File: src/hdl/msc_pkg.sv
package msc_pkg;

  localparam int unsigned CMD_W   = 3;
  localparam int unsigned INDEX_W = 10;
  localparam int unsigned ADDR_W  = 32;
  localparam int unsigned MOD_W   = 4;
  localparam int unsigned STATE_W = 3;

  // Line states of the MOSI protocol, including the transient ones.
  typedef enum logic [STATE_W-1:0] {
    ST_I  = 3'd0,
    ST_S  = 3'd1,
    ST_M  = 3'd2,
    ST_O  = 3'd3,
    ST_IM = 3'd4,
    ST_IS = 3'd5,
    ST_SM = 3'd6,
    ST_OM = 3'd7
  } line_state_e;

  // Command codes; the remaining encodings are illegal.
  typedef enum logic [CMD_W-1:0] {
    CMD_LOAD  = 3'd0,
    CMD_STORE = 3'd1,
    CMD_GETS  = 3'd2,
    CMD_GETM  = 3'd3,
    CMD_DATA  = 3'd4
  } cmd_e;

  // Controller phase: table clearing after reset, then normal operation.
  typedef enum logic {
    CTRL_CLEAR,
    CTRL_RUN
  } ctrl_e;

  typedef struct packed {
    logic        gets;
    logic        getm;
    logic        dproc;
    logic        dbus;
    logic        shared;
    logic        miss;
    logic        bad;
    line_state_e nst;
  } step_t;

  // Protocol actions and next state for one command applied to one line.
  function automatic step_t msc_next(line_state_e st, logic [CMD_W-1:0] cmd);
    step_t r;
    r     = '0;
    r.nst = st;
    case (cmd)
      CMD_LOAD, CMD_STORE: begin
        case (st)
          ST_I: begin
            r.miss = 1'b1;
            if (cmd == CMD_STORE) begin
              r.getm = 1'b1;
              r.nst  = ST_IM;
            end else begin
              r.gets = 1'b1;
              r.nst  = ST_IS;
            end
          end
          ST_S, ST_O: begin
            if (cmd == CMD_STORE) begin
              r.getm = 1'b1;
              r.miss = 1'b1;
              r.nst  = (st == ST_S) ? ST_SM : ST_OM;
            end else begin
              r.dproc = 1'b1;
            end
          end
          ST_M: r.dproc = 1'b1;
          default: ;
        endcase
      end
      CMD_GETS, CMD_GETM, CMD_DATA: begin
        case (st)
          ST_S: begin
            if (cmd == CMD_GETS) begin
              r.shared = 1'b1;
            end else if (cmd == CMD_GETM) begin
              r.nst = ST_I;
            end
          end
          ST_M, ST_O: begin
            if (cmd == CMD_GETS) begin
              r.shared = 1'b1;
              r.dbus   = 1'b1;
              r.nst    = ST_O;
            end else if (cmd == CMD_GETM) begin
              r.dbus = 1'b1;
              r.nst  = ST_I;
            end
          end
          ST_IM, ST_IS: begin
            if (cmd == CMD_DATA) begin
              r.dproc = 1'b1;
              r.nst   = (st == ST_IM) ? ST_M : ST_S;
            end
          end
          ST_SM: begin
            if (cmd == CMD_GETS) begin
              r.shared = 1'b1;
            end else if (cmd == CMD_GETM) begin
              r.nst = ST_IM;
            end else begin
              r.dproc = 1'b1;
              r.nst   = ST_M;
            end
          end
          ST_OM: begin
            if (cmd == CMD_GETS) begin
              r.shared = 1'b1;
              r.dbus   = 1'b1;
            end else if (cmd == CMD_GETM) begin
              r.dbus = 1'b1;
              r.nst  = ST_IM;
            end else begin
              r.dproc = 1'b1;
              r.nst   = ST_M;
            end
          end
          default: ;
        endcase
      end
      default: r.bad = 1'b1;
    endcase
    return r;
  endfunction

endpackage

File: src/hdl/msc_req_if.sv
interface msc_req_if
  import msc_pkg::*;
();
  logic               valid;
  logic               ready;
  logic [CMD_W-1:0]   command;
  logic [INDEX_W-1:0] line_index;
  logic [ADDR_W-1:0]  line_address;
  logic [MOD_W-1:0]   requester;

  modport source (output valid, command, line_index, line_address, requester,
                  input ready);
  modport sink   (input valid, command, line_index, line_address, requester,
                  output ready);
endinterface

File: src/hdl/msc_rsp_if.sv
interface msc_rsp_if
  import msc_pkg::*;
();
  logic               valid;
  logic               ready;
  logic               issue_gets;
  logic               issue_getm;
  logic               data_to_proc;
  logic               data_on_bus;
  logic               assert_shared;
  logic               miss;
  logic               illegal;
  logic [ADDR_W-1:0]  out_address;
  logic [MOD_W-1:0]   data_dest;
  logic [STATE_W-1:0] new_state;

  modport source (output valid, issue_gets, issue_getm, data_to_proc, data_on_bus,
                  assert_shared, miss, illegal, out_address, data_dest, new_state,
                  input ready);
  modport sink   (input valid, issue_gets, issue_getm, data_to_proc, data_on_bus,
                  assert_shared, miss, illegal, out_address, data_dest, new_state,
                  output ready);
endinterface

File: src/hdl/msc_ram.sv
module msc_ram #(
  parameter int unsigned WIDTH = 3,
  parameter int unsigned DEPTH = 1024
) (
  input  logic                                 clk_i,
  input  logic                                 we_i,
  input  logic [(DEPTH > 1 ? $clog2(DEPTH) : 1)-1:0] waddr_i,
  input  logic [WIDTH-1:0]                     wdata_i,
  input  logic                                 re_i,
  input  logic [(DEPTH > 1 ? $clog2(DEPTH) : 1)-1:0] raddr_i,
  output logic [WIDTH-1:0]                     rdata_o
);

  logic [WIDTH-1:0] mem_q [DEPTH];
  logic [WIDTH-1:0] rdata_q;

  always_ff @(posedge clk_i) begin
    if (we_i) begin
      mem_q[waddr_i] <= wdata_i;
    end
    if (re_i) begin
      rdata_q <= mem_q[raddr_i];
    end
  end

  assign rdata_o = rdata_q;

endmodule

File: src/hdl/mosi_snoop_coherence_controller_top.sv
// MOSI snooping coherence controller.
// The req_i channel carries one transaction per processor request (load,
// store) or snooped bus message (GETS, GETM, data arrival) for one cache
// line. For each accepted transaction exactly one transaction leaves on
// rsp_o: the bus request, data hand-off, shared-line assertion, miss pulse,
// illegal flag and the line's new state.
// The per-line states live in a single-port-write, registered-read RAM.
// A transaction reads its line in the cycle it is accepted; from the lookup
// stage it then evaluates the protocol, writes the new state back and loads
// the output register as soon as the output register can take it.
// A transaction to the line that is being written back in its accept cycle
// takes the new state from a forwarding register, so one transaction per
// cycle is sustained even on same-line hits while rsp_o does not stall.
// After reset the table is swept to state I, one entry per cycle, over all
// min(LINES, 1024) entries; req_i.ready stays low during the sweep.
// When the receiver stalls, the output register holds its transaction and
// the lookup stage holds one more, so at most two transactions are in
// flight; req_i.ready drops until the output register drains.
module mosi_snoop_coherence_controller_top
  import msc_pkg::*;
#(
  parameter int unsigned LINES     = 1024,
  parameter int unsigned ADDR_BITS = 32
) (
  input  logic      clk_i,
  input  logic      rst_ni,
  msc_req_if.sink   req_i,
  msc_rsp_if.source rsp_o
);

  // Only the entries that a 10-bit index can reach are stored.
  localparam int unsigned DEPTH = (LINES < (1 << INDEX_W)) ? LINES : (1 << INDEX_W);
  localparam int unsigned AW    = (DEPTH > 1) ? $clog2(DEPTH) : 1;
  localparam logic [ADDR_W-1:0] ADDR_MASK =
    (ADDR_BITS >= ADDR_W) ? {ADDR_W{1'b1}} : ADDR_W'((64'd1 << ADDR_BITS) - 64'd1);
  localparam logic [AW-1:0] CLR_LAST = AW'(DEPTH - 1);

  // Clearing sequencer after reset.
  ctrl_e         ctrl_q, ctrl_d;
  logic [AW-1:0] clr_cnt_q, clr_cnt_d;
  logic          clearing;

  // Lookup stage: transaction whose state read is in flight.
  logic               s1_valid_q, s1_valid_d;
  logic [CMD_W-1:0]   s1_cmd_q;
  logic [INDEX_W-1:0] s1_idx_q;
  logic [ADDR_W-1:0]  s1_addr_q;
  logic [MOD_W-1:0]   s1_req_q;
  logic               s1_inrange_q;
  logic               fwd_q, fwd_d;
  line_state_e        fwd_state_q;

  // Output register.
  logic               rsp_valid_q, rsp_valid_d;
  step_t              rsp_step_q, rsp_step_d;
  logic [ADDR_W-1:0]  rsp_addr_q, rsp_addr_d;
  logic [MOD_W-1:0]   rsp_dest_q, rsp_dest_d;

  logic               advance;
  logic               accept;
  logic               wb_en;
  logic [STATE_W-1:0] rd_data;
  line_state_e        cur_state;
  step_t              step;

  logic               ram_we;
  logic [AW-1:0]      ram_waddr;
  logic [STATE_W-1:0] ram_wdata;

  // Next state of the sequencer.
  always_comb begin
    ctrl_d    = ctrl_q;
    clr_cnt_d = clr_cnt_q;
    case (ctrl_q)
      CTRL_CLEAR: begin
        clr_cnt_d = clr_cnt_q + AW'(1);
        if (clr_cnt_q == CLR_LAST) begin
          ctrl_d = CTRL_RUN;
        end
      end
      CTRL_RUN: ;
      default: ctrl_d = CTRL_CLEAR;
    endcase
  end

  // Outputs of the sequencer.
  always_comb begin
    case (ctrl_q)
      CTRL_CLEAR: clearing = 1'b1;
      CTRL_RUN:   clearing = 1'b0;
      default:    clearing = 1'b1;
    endcase
  end

  assign advance     = !rsp_valid_q || rsp_o.ready;
  assign req_i.ready = !clearing && advance;
  assign accept      = req_i.valid && req_i.ready;

  // Protocol evaluation on the state read from the table, or on the state
  // written back by the previous transaction to the same line.
  assign cur_state = fwd_q ? fwd_state_q : line_state_e'(rd_data);

  always_comb begin
    step = msc_next(cur_state, s1_cmd_q);
    if (!s1_inrange_q) begin
      step     = '0;
      step.bad = 1'b1;
      step.nst = ST_I;
    end
  end

  assign wb_en = s1_valid_q && advance && s1_inrange_q;
  assign fwd_d = wb_en && (s1_idx_q == req_i.line_index);

  always_comb begin
    s1_valid_d  = advance ? accept : s1_valid_q;
    rsp_valid_d = advance ? s1_valid_q : rsp_valid_q;
    rsp_step_d  = step;
    rsp_addr_d  = (step.gets || step.getm || step.dproc || step.dbus)
                  ? (s1_addr_q & ADDR_MASK) : '0;
    rsp_dest_d  = step.dbus ? s1_req_q : '0;
  end

  // Table write port: clearing sweep or write-back.
  always_comb begin
    if (clearing) begin
      ram_we    = 1'b1;
      ram_waddr = clr_cnt_q;
      ram_wdata = ST_I;
    end else begin
      ram_we    = wb_en;
      ram_waddr = s1_idx_q[AW-1:0];
      ram_wdata = step.nst;
    end
  end

  msc_ram #(
    .WIDTH(STATE_W),
    .DEPTH(DEPTH)
  ) u_state_ram (
    .clk_i  (clk_i),
    .we_i   (ram_we),
    .waddr_i(ram_waddr),
    .wdata_i(ram_wdata),
    .re_i   (accept),
    .raddr_i(req_i.line_index[AW-1:0]),
    .rdata_o(rd_data)
  );

  always_ff @(posedge clk_i or negedge rst_ni) begin
    if (!rst_ni) begin
      ctrl_q      <= CTRL_CLEAR;
      clr_cnt_q   <= '0;
      s1_valid_q  <= 1'b0;
      rsp_valid_q <= 1'b0;
      fwd_q       <= 1'b0;
    end else begin
      ctrl_q      <= ctrl_d;
      clr_cnt_q   <= clr_cnt_d;
      s1_valid_q  <= s1_valid_d;
      rsp_valid_q <= rsp_valid_d;
      if (accept) begin
        fwd_q <= fwd_d;
      end
    end
  end

  always_ff @(posedge clk_i) begin
    if (accept) begin
      s1_cmd_q     <= req_i.command;
      s1_idx_q     <= req_i.line_index;
      s1_addr_q    <= req_i.line_address;
      s1_req_q     <= req_i.requester;
      s1_inrange_q <= ({7'd0, req_i.line_index} < 17'(LINES));
      fwd_state_q  <= step.nst;
    end
    if (advance && s1_valid_q) begin
      rsp_step_q <= rsp_step_d;
      rsp_addr_q <= rsp_addr_d;
      rsp_dest_q <= rsp_dest_d;
    end
  end

  assign rsp_o.valid         = rsp_valid_q;
  assign rsp_o.issue_gets    = rsp_step_q.gets;
  assign rsp_o.issue_getm    = rsp_step_q.getm;
  assign rsp_o.data_to_proc  = rsp_step_q.dproc;
  assign rsp_o.data_on_bus   = rsp_step_q.dbus;
  assign rsp_o.assert_shared = rsp_step_q.shared;
  assign rsp_o.miss          = rsp_step_q.miss;
  assign rsp_o.illegal       = rsp_step_q.bad;
  assign rsp_o.out_address   = rsp_addr_q;
  assign rsp_o.data_dest     = rsp_dest_q;
  assign rsp_o.new_state     = rsp_step_q.nst;

endmodule

File: src/flat_wrapper.sv
// flat-port wrapper written by rule: the top's interface ports become plain ports
module mosi_snoop_coherence_controller_top_flat import msc_pkg::*;
#(
  parameter int unsigned LINES     = 1024,
  parameter int unsigned ADDR_BITS = 32
)
  (clk_i, rst_ni, req_i_valid, req_i_command, req_i_line_index, req_i_line_address, req_i_requester, req_i_ready, rsp_o_valid, rsp_o_issue_gets, rsp_o_issue_getm, rsp_o_data_to_proc, rsp_o_data_on_bus, rsp_o_assert_shared, rsp_o_miss, rsp_o_illegal, rsp_o_out_address, rsp_o_data_dest, rsp_o_new_state, rsp_o_ready);
  msc_req_if req_i_i ();
  msc_rsp_if rsp_o_i ();
  input  logic clk_i;
  input  logic rst_ni;
  input wire logic [$bits(req_i_i.valid)-1:0] req_i_valid;
  input wire logic [$bits(req_i_i.command)-1:0] req_i_command;
  input wire logic [$bits(req_i_i.line_index)-1:0] req_i_line_index;
  input wire logic [$bits(req_i_i.line_address)-1:0] req_i_line_address;
  input wire logic [$bits(req_i_i.requester)-1:0] req_i_requester;
  output wire logic [$bits(req_i_i.ready)-1:0] req_i_ready;
  output wire logic [$bits(rsp_o_i.valid)-1:0] rsp_o_valid;
  output wire logic [$bits(rsp_o_i.issue_gets)-1:0] rsp_o_issue_gets;
  output wire logic [$bits(rsp_o_i.issue_getm)-1:0] rsp_o_issue_getm;
  output wire logic [$bits(rsp_o_i.data_to_proc)-1:0] rsp_o_data_to_proc;
  output wire logic [$bits(rsp_o_i.data_on_bus)-1:0] rsp_o_data_on_bus;
  output wire logic [$bits(rsp_o_i.assert_shared)-1:0] rsp_o_assert_shared;
  output wire logic [$bits(rsp_o_i.miss)-1:0] rsp_o_miss;
  output wire logic [$bits(rsp_o_i.illegal)-1:0] rsp_o_illegal;
  output wire logic [$bits(rsp_o_i.out_address)-1:0] rsp_o_out_address;
  output wire logic [$bits(rsp_o_i.data_dest)-1:0] rsp_o_data_dest;
  output wire logic [$bits(rsp_o_i.new_state)-1:0] rsp_o_new_state;
  input wire logic [$bits(rsp_o_i.ready)-1:0] rsp_o_ready;
  assign req_i_i.valid = req_i_valid;
  assign req_i_i.command = req_i_command;
  assign req_i_i.line_index = req_i_line_index;
  assign req_i_i.line_address = req_i_line_address;
  assign req_i_i.requester = req_i_requester;
  assign req_i_ready = req_i_i.ready;
  assign rsp_o_valid = rsp_o_i.valid;
  assign rsp_o_issue_gets = rsp_o_i.issue_gets;
  assign rsp_o_issue_getm = rsp_o_i.issue_getm;
  assign rsp_o_data_to_proc = rsp_o_i.data_to_proc;
  assign rsp_o_data_on_bus = rsp_o_i.data_on_bus;
  assign rsp_o_assert_shared = rsp_o_i.assert_shared;
  assign rsp_o_miss = rsp_o_i.miss;
  assign rsp_o_illegal = rsp_o_i.illegal;
  assign rsp_o_out_address = rsp_o_i.out_address;
  assign rsp_o_data_dest = rsp_o_i.data_dest;
  assign rsp_o_new_state = rsp_o_i.new_state;
  assign rsp_o_i.ready = rsp_o_ready;
  mosi_snoop_coherence_controller_top #(.LINES(LINES), .ADDR_BITS(ADDR_BITS)) u_core (.clk_i(clk_i), .rst_ni(rst_ni), .req_i(req_i_i), .rsp_o(rsp_o_i));
endmodule
File: config.mk
export PLATFORM = sky130hd
export DESIGN_NAME = mosi_snoop_coherence_controller_top_flat
export DESIGN_NICKNAME = d
export VERILOG_FILES = /design/src/hdl/msc_pkg.sv /design/src/hdl/msc_req_if.sv /design/src/hdl/msc_rsp_if.sv /design/src/hdl/msc_ram.sv /design/src/hdl/mosi_snoop_coherence_controller_top.sv /design/src/flat_wrapper.sv
export SDC_FILE = /design/constraint.sdc
export NUM_CORES = 2
export LEC_CHECK = 0
export BUFFER_PORTS_ARGS = -buffer_cell sky130_fd_sc_hd__buf_2
export CELL_PAD_IN_SITES_DETAIL_PLACEMENT = 0
export CELL_PAD_IN_SITES_GLOBAL_PLACEMENT = 1
export CORE_MARGIN = 2
export CORE_UTILIZATION = 35
export DETAILED_ROUTE_END_ITERATION = 12
export PLACE_DENSITY = 0.66
export SLEW_MARGIN = 20
export SYNTH_ARGS = -nofsm -noshare
export SYNTH_HDL_FRONTEND = slang
export SYNTH_SLANG_ARGS = --single-unit
File: constraint.sdc
create_clock -name clk_i -period 16.6 [get_ports clk_i]
set_input_delay 3.32 -clock clk_i [delete_from_list [all_inputs] [get_ports clk_i]]
set_output_delay 3.32 -clock clk_i [all_outputs]
set_load 0.1 [all_outputs]
==> results <==
- The initial antenna violation count was 29.
- The H-tree was split into 5 levels.
- For this run, the total global-route usage over all layers was measured as 0.191.
- The setup-violating endpoint count in the final report is 0.
- The die outline width is 608 um.
- The quantity of hold-fixing buffers added after cts is 0.
- The first global-routing pass estimated ~510 mm of wire.
- Summing internal, switching and leakage power gives 16300 uW.
- The total CTS buffers is 330.
- The fraction of layout cells with a size suffix above 1 is 0.198.
- The launch instance of the worst min-delay path is u_core.s1_valid_q.
- The number of buffers on the longest clock path is 4.
- The area overhead of the layout relative to synthesis is 12.6%.
- Max-cap violations in this run came to 0.
- The count of pins over their slew limit is 0.
- The run finished with clean final reports.
- The quantity of I/O buffers inserted on ports is 100.
- At the pin with the least slew margin, the transition time is 1.24 ns.
- Clock skew on the completed layout was measured at around 0.075 ns.
- The worst setup path is launched from an input pin.
- The count of antenna-violating nets left after detailed routing is 0.
- IR analysis of the VDD net gives a maximum drop of 0.0939 mV.
- The maximum net fanout on the critical path is 56.
- The maximum number of pins on one net before global-route repair is roughly 240.
- Synthesis handed over a netlist of 6892 instances.
- The async set-or-reset flop fraction in the synthesized netlist is 0.00439.
- Summing all flip-flop and latch instances after layout gives 95600 sq um.
- The beginning of the critical path is req_i_line_index[1].
- The post-synthesis sequential area ratio is 0.750.
- The remaining global-route overflow is 0.
- Dividing the synthesized area by the synthesized cell count gives 18.5 sq um.
- The number of cells in the finished layout apart from fillers is ~12000.
- The maximum clock frequency is 0.127 GHz.
- Post-CTS repair changed the size of 0 cells.
- The kind of end point of the critical path is a flip-flop.
- The number of nets in the final layout is 7053.
- After detailed routing, the number of vias per cell comes to 5.61.
- The area of the die is ~370000 sq um.
- Power spread over the standard cell area amounts to 114 nW/um^2.
- The count of placed standard cells including taps is 11459.
- Dividing the final minimum period by the clock period gives 0.475.
- The main flop type after synthesis is edfxtp_1.
- Routability-driven placement finished with a final weighted congestion of 0.822.
- After detailed routing, the number of remaining DRC violations is 0.
- The first routing iteration left roughly 8600 violations.
- The data required time of the critical path is 17.22 ns.
- The total leakage power is 0.0464 uW.
- The number of top-level pins is about 100.
- The filler cells instantiated in the layout total 32208.
- The later pin in the worst-skew pair is clocked with a latency of 0.92 ns.
- Detailed placement finished with a half-perimeter wire length of approximately 210 mm.
- The number of nets produced by synthesis is slightly below 7000.
- The final wirelength is 363 mm.
- The worst hold-check path type is reg -> reg.
- The arrival time at the worst endpoint is 8.50 ns.
- In this run the critical register-to-register path is launched from u_core.u_state_ram.rdata_o[0].
- The detailed router placed 67596 vias in this run.
- The synthesized netlist occupies a cell area of roughly 130000 sq um.
- The first detailed-routing pass took 5 iterations.
- The count of endpoints failing hold in the final timing report is 0.
- The clock edge transition at the registers on the reported setup and hold paths is 0.06 ns.
- The count of yosys warnings during synthesis is 0.
- The clock net sink count is 3187.
- The core footprint is 363000 sq um.
- The clock root buffer is clkbuf_16.
- After floorplanning, the core was divided into 221 placement rows.
- The floorplan step set the die height to between 600 and 700 um.
- The starting utilization of the core area is 0.352.
- Setup repair after global routing left no endpoint under its margin.
- The synthesized flop and latch total is between 3000 and 4000.
- The worst relative slew slack is 0.176.
- Buffers added to address setup during post-CTS repair amount to 0.
- The netlist uses 78 different library cells.
- The critical path is of the in -> reg type.
- Summing all multi-input logic gate instances after layout gives slightly below 30000 sq um.
- The number of synthesized flops with an enable pin is 3173.
- The minimum clock period after layout is 7.88 ns.
- The via count of the first global-routing pass was 68297.
- After detailed routing, the average wire length per cell comes to 30.1 um.
- TritonCTS built the clock tree.
## state kept, by name, indices dropped and copies added, names as in the netlist
name / count
u_core.u_state_ram.mem_q: 3072
u_core.rsp_o.out_address: 32
u_core.s1_addr_q: 32
u_core.clr_cnt_q: 10
u_core.s1_idx_q: 10
u_core.rsp_o.data_dest: 4
u_core.s1_req_q: 4
u_core.fwd_state_q: 3
u_core.rsp_o.new_state: 3
u_core.s1_cmd_q: 3
u_core.u_state_ram.rdata_o: 3
u_core.ctrl_q: 1
u_core.fwd_q: 1
u_core.rsp_o.assert_shared: 1
u_core.rsp_o.data_on_bus: 1
u_core.rsp_o.data_to_proc: 1
u_core.rsp_o.illegal: 1
u_core.rsp_o.issue_getm: 1
u_core.rsp_o.issue_gets: 1
u_core.rsp_o.miss: 1
u_core.rsp_o.valid: 1
u_core.s1_valid_q: 1
## critical path, cell delays in order
cell and delay [ns]:
buf_8 0.41, buf_4 0.69, buf_4 0.65, buf_4 0.70
mux4_2 0.42, a22o_1 0.25, a221oi_1 0.23, o22ai_1 0.14
nor3_1 0.94, o32ai_1 0.20, nor3_1 0.19, o2111ai_1 0.12
## layout make-up
cell class / instances / share of cell area
sequential: 3187 / 0.666
multi-input combinational: 3182 / 0.204
clock buffer: 407 / 0.0609
tap: 4794 / 0.0418
timing repair buffer: 281 / 0.0147
clock inverter: 181 / 0.0113
inverter: 17 / 0.000479
antenna: 7 / 0.000122
## layer usage
metal	part of all wire	vias up	routed length (um)	track usage
li1	-	27921	-	-
met1	0.40	35884	145000	0.257
met2	0.48	3180	174000	0.314
met3	0.084	597	30400	0.0344
met4	0.035	14	12800	0.0648
met5	0.00027	-	98	0
## where the power goes
part	internal, uW	switching (uW)	total [uW]
Combinational	138	293	431
Sequential	8710	0.00000000000000562	8710
Clock	4120	3080	7200
## path summary, 6_finish.rpt
kind | endpoint | slack (ns) | cells after the start
setup / recovery | u_core.u_state_ram.rdata_o[2] | 8.72 | 12
hold / removal | u_core.rsp_o.valid | 0.47 | 2
setup reg to reg | u_core.u_state_ram.mem_q[747][1] | 10.95 | 10
hold reg to reg | u_core.rsp_o.valid | 0.47 | 2
max in group asynchronous | u_core.clr_cnt_q[3] | 13.90 | 1
min in group asynchronous | u_core.rsp_o.valid | 2.33 | 1
## synthesized netlist by cell type, drive strengths merged (5+ instances only)
master,count,area [sq um]
clkbuf,311,1180
o21ai,72,360
xnor2,10,87.6
a22oi,117,878
or2,7,43.8
o22ai,70,438
and2,59,369
a221oi,24,223
nor3b,8,60.1
o211ai,11,82.6
a2111oi,10,87.6
o221ai,97,850
nand3,50,250
a22o,16,140
and3,10,62.6
nor4,26,163
buf,195,1660
nor2b,17,106
a31oi,10,62.6
or3,21,131
edfxtp,3173,95300
a211o,8,70.1
a211oi,23,173
a21oi,112,561
inv,17,63.8
dfrtp,14,350
nand2b,9,56.3
nand2,167,627
nor3,65,325
nor2,1079,4050
xor2,10,87.6
mux4,627,14200
or4,5,37.5
mux2i,344,3440
o32ai,15,131
mux2,22,248
nand4,10,62.6
## cells in the final DEF, fill, tap and decap left out, drive strengths merged, types with 65 or more instances in the layout
| master | synthesis | routed |
|---|---|---|
| nor3 | 65 | 65 |
| o22ai | 70 | 70 |
| a21oi | 112 | 112 |
| nand2 | 167 | 167 |
| mux2i | 344 | 344 |
| o221ai | 97 | 97 |
| mux4 | 627 | 627 |
| clkbuf | 311 | 407 |
| edfxtp | 3173 | 3173 |
| buf | 195 | 281 |
| a22oi | 117 | 117 |
| nor2 | 1079 | 1079 |
| clkinv | 0 | 138 |
| o21ai | 72 | 72 |
## kinds of logic (layout without fill, tap and decap cells)
group	after synthesis	count (layout)	share of synthesized area
XOR/XNOR	20	20	0.00137
multiplexers	993	993	0.141
AO/OA/AOI/OAI	622	622	0.0344
other	0	7	0
buffers and inverters	523	886	0.0228
flip-flops	3187	3187	0.750
AND/OR/NAND/NOR	1546	1546	0.0506
adder cells (fa/ha/maj)	1	1	0.0000981
## per-stage QoR
stage          area (sq um)  hold slack [ns]  setup slack, ns   util  setup TNS (ns)
2_1_floorplan        127000            0.436           -0.473      -         -484.35
3_3_place_gp         133000            0.456             7.82  0.367               0
3_5_place_dp         133000            0.467             7.85  0.367               0
4_1_cts              143000            0.474             8.81  0.396               0
5_1_grt              144000            0.507             8.64  0.396               0
6_report             144000            0.469             8.72  0.396               0
Note: power is estimated with default switching activity, not from simulation.
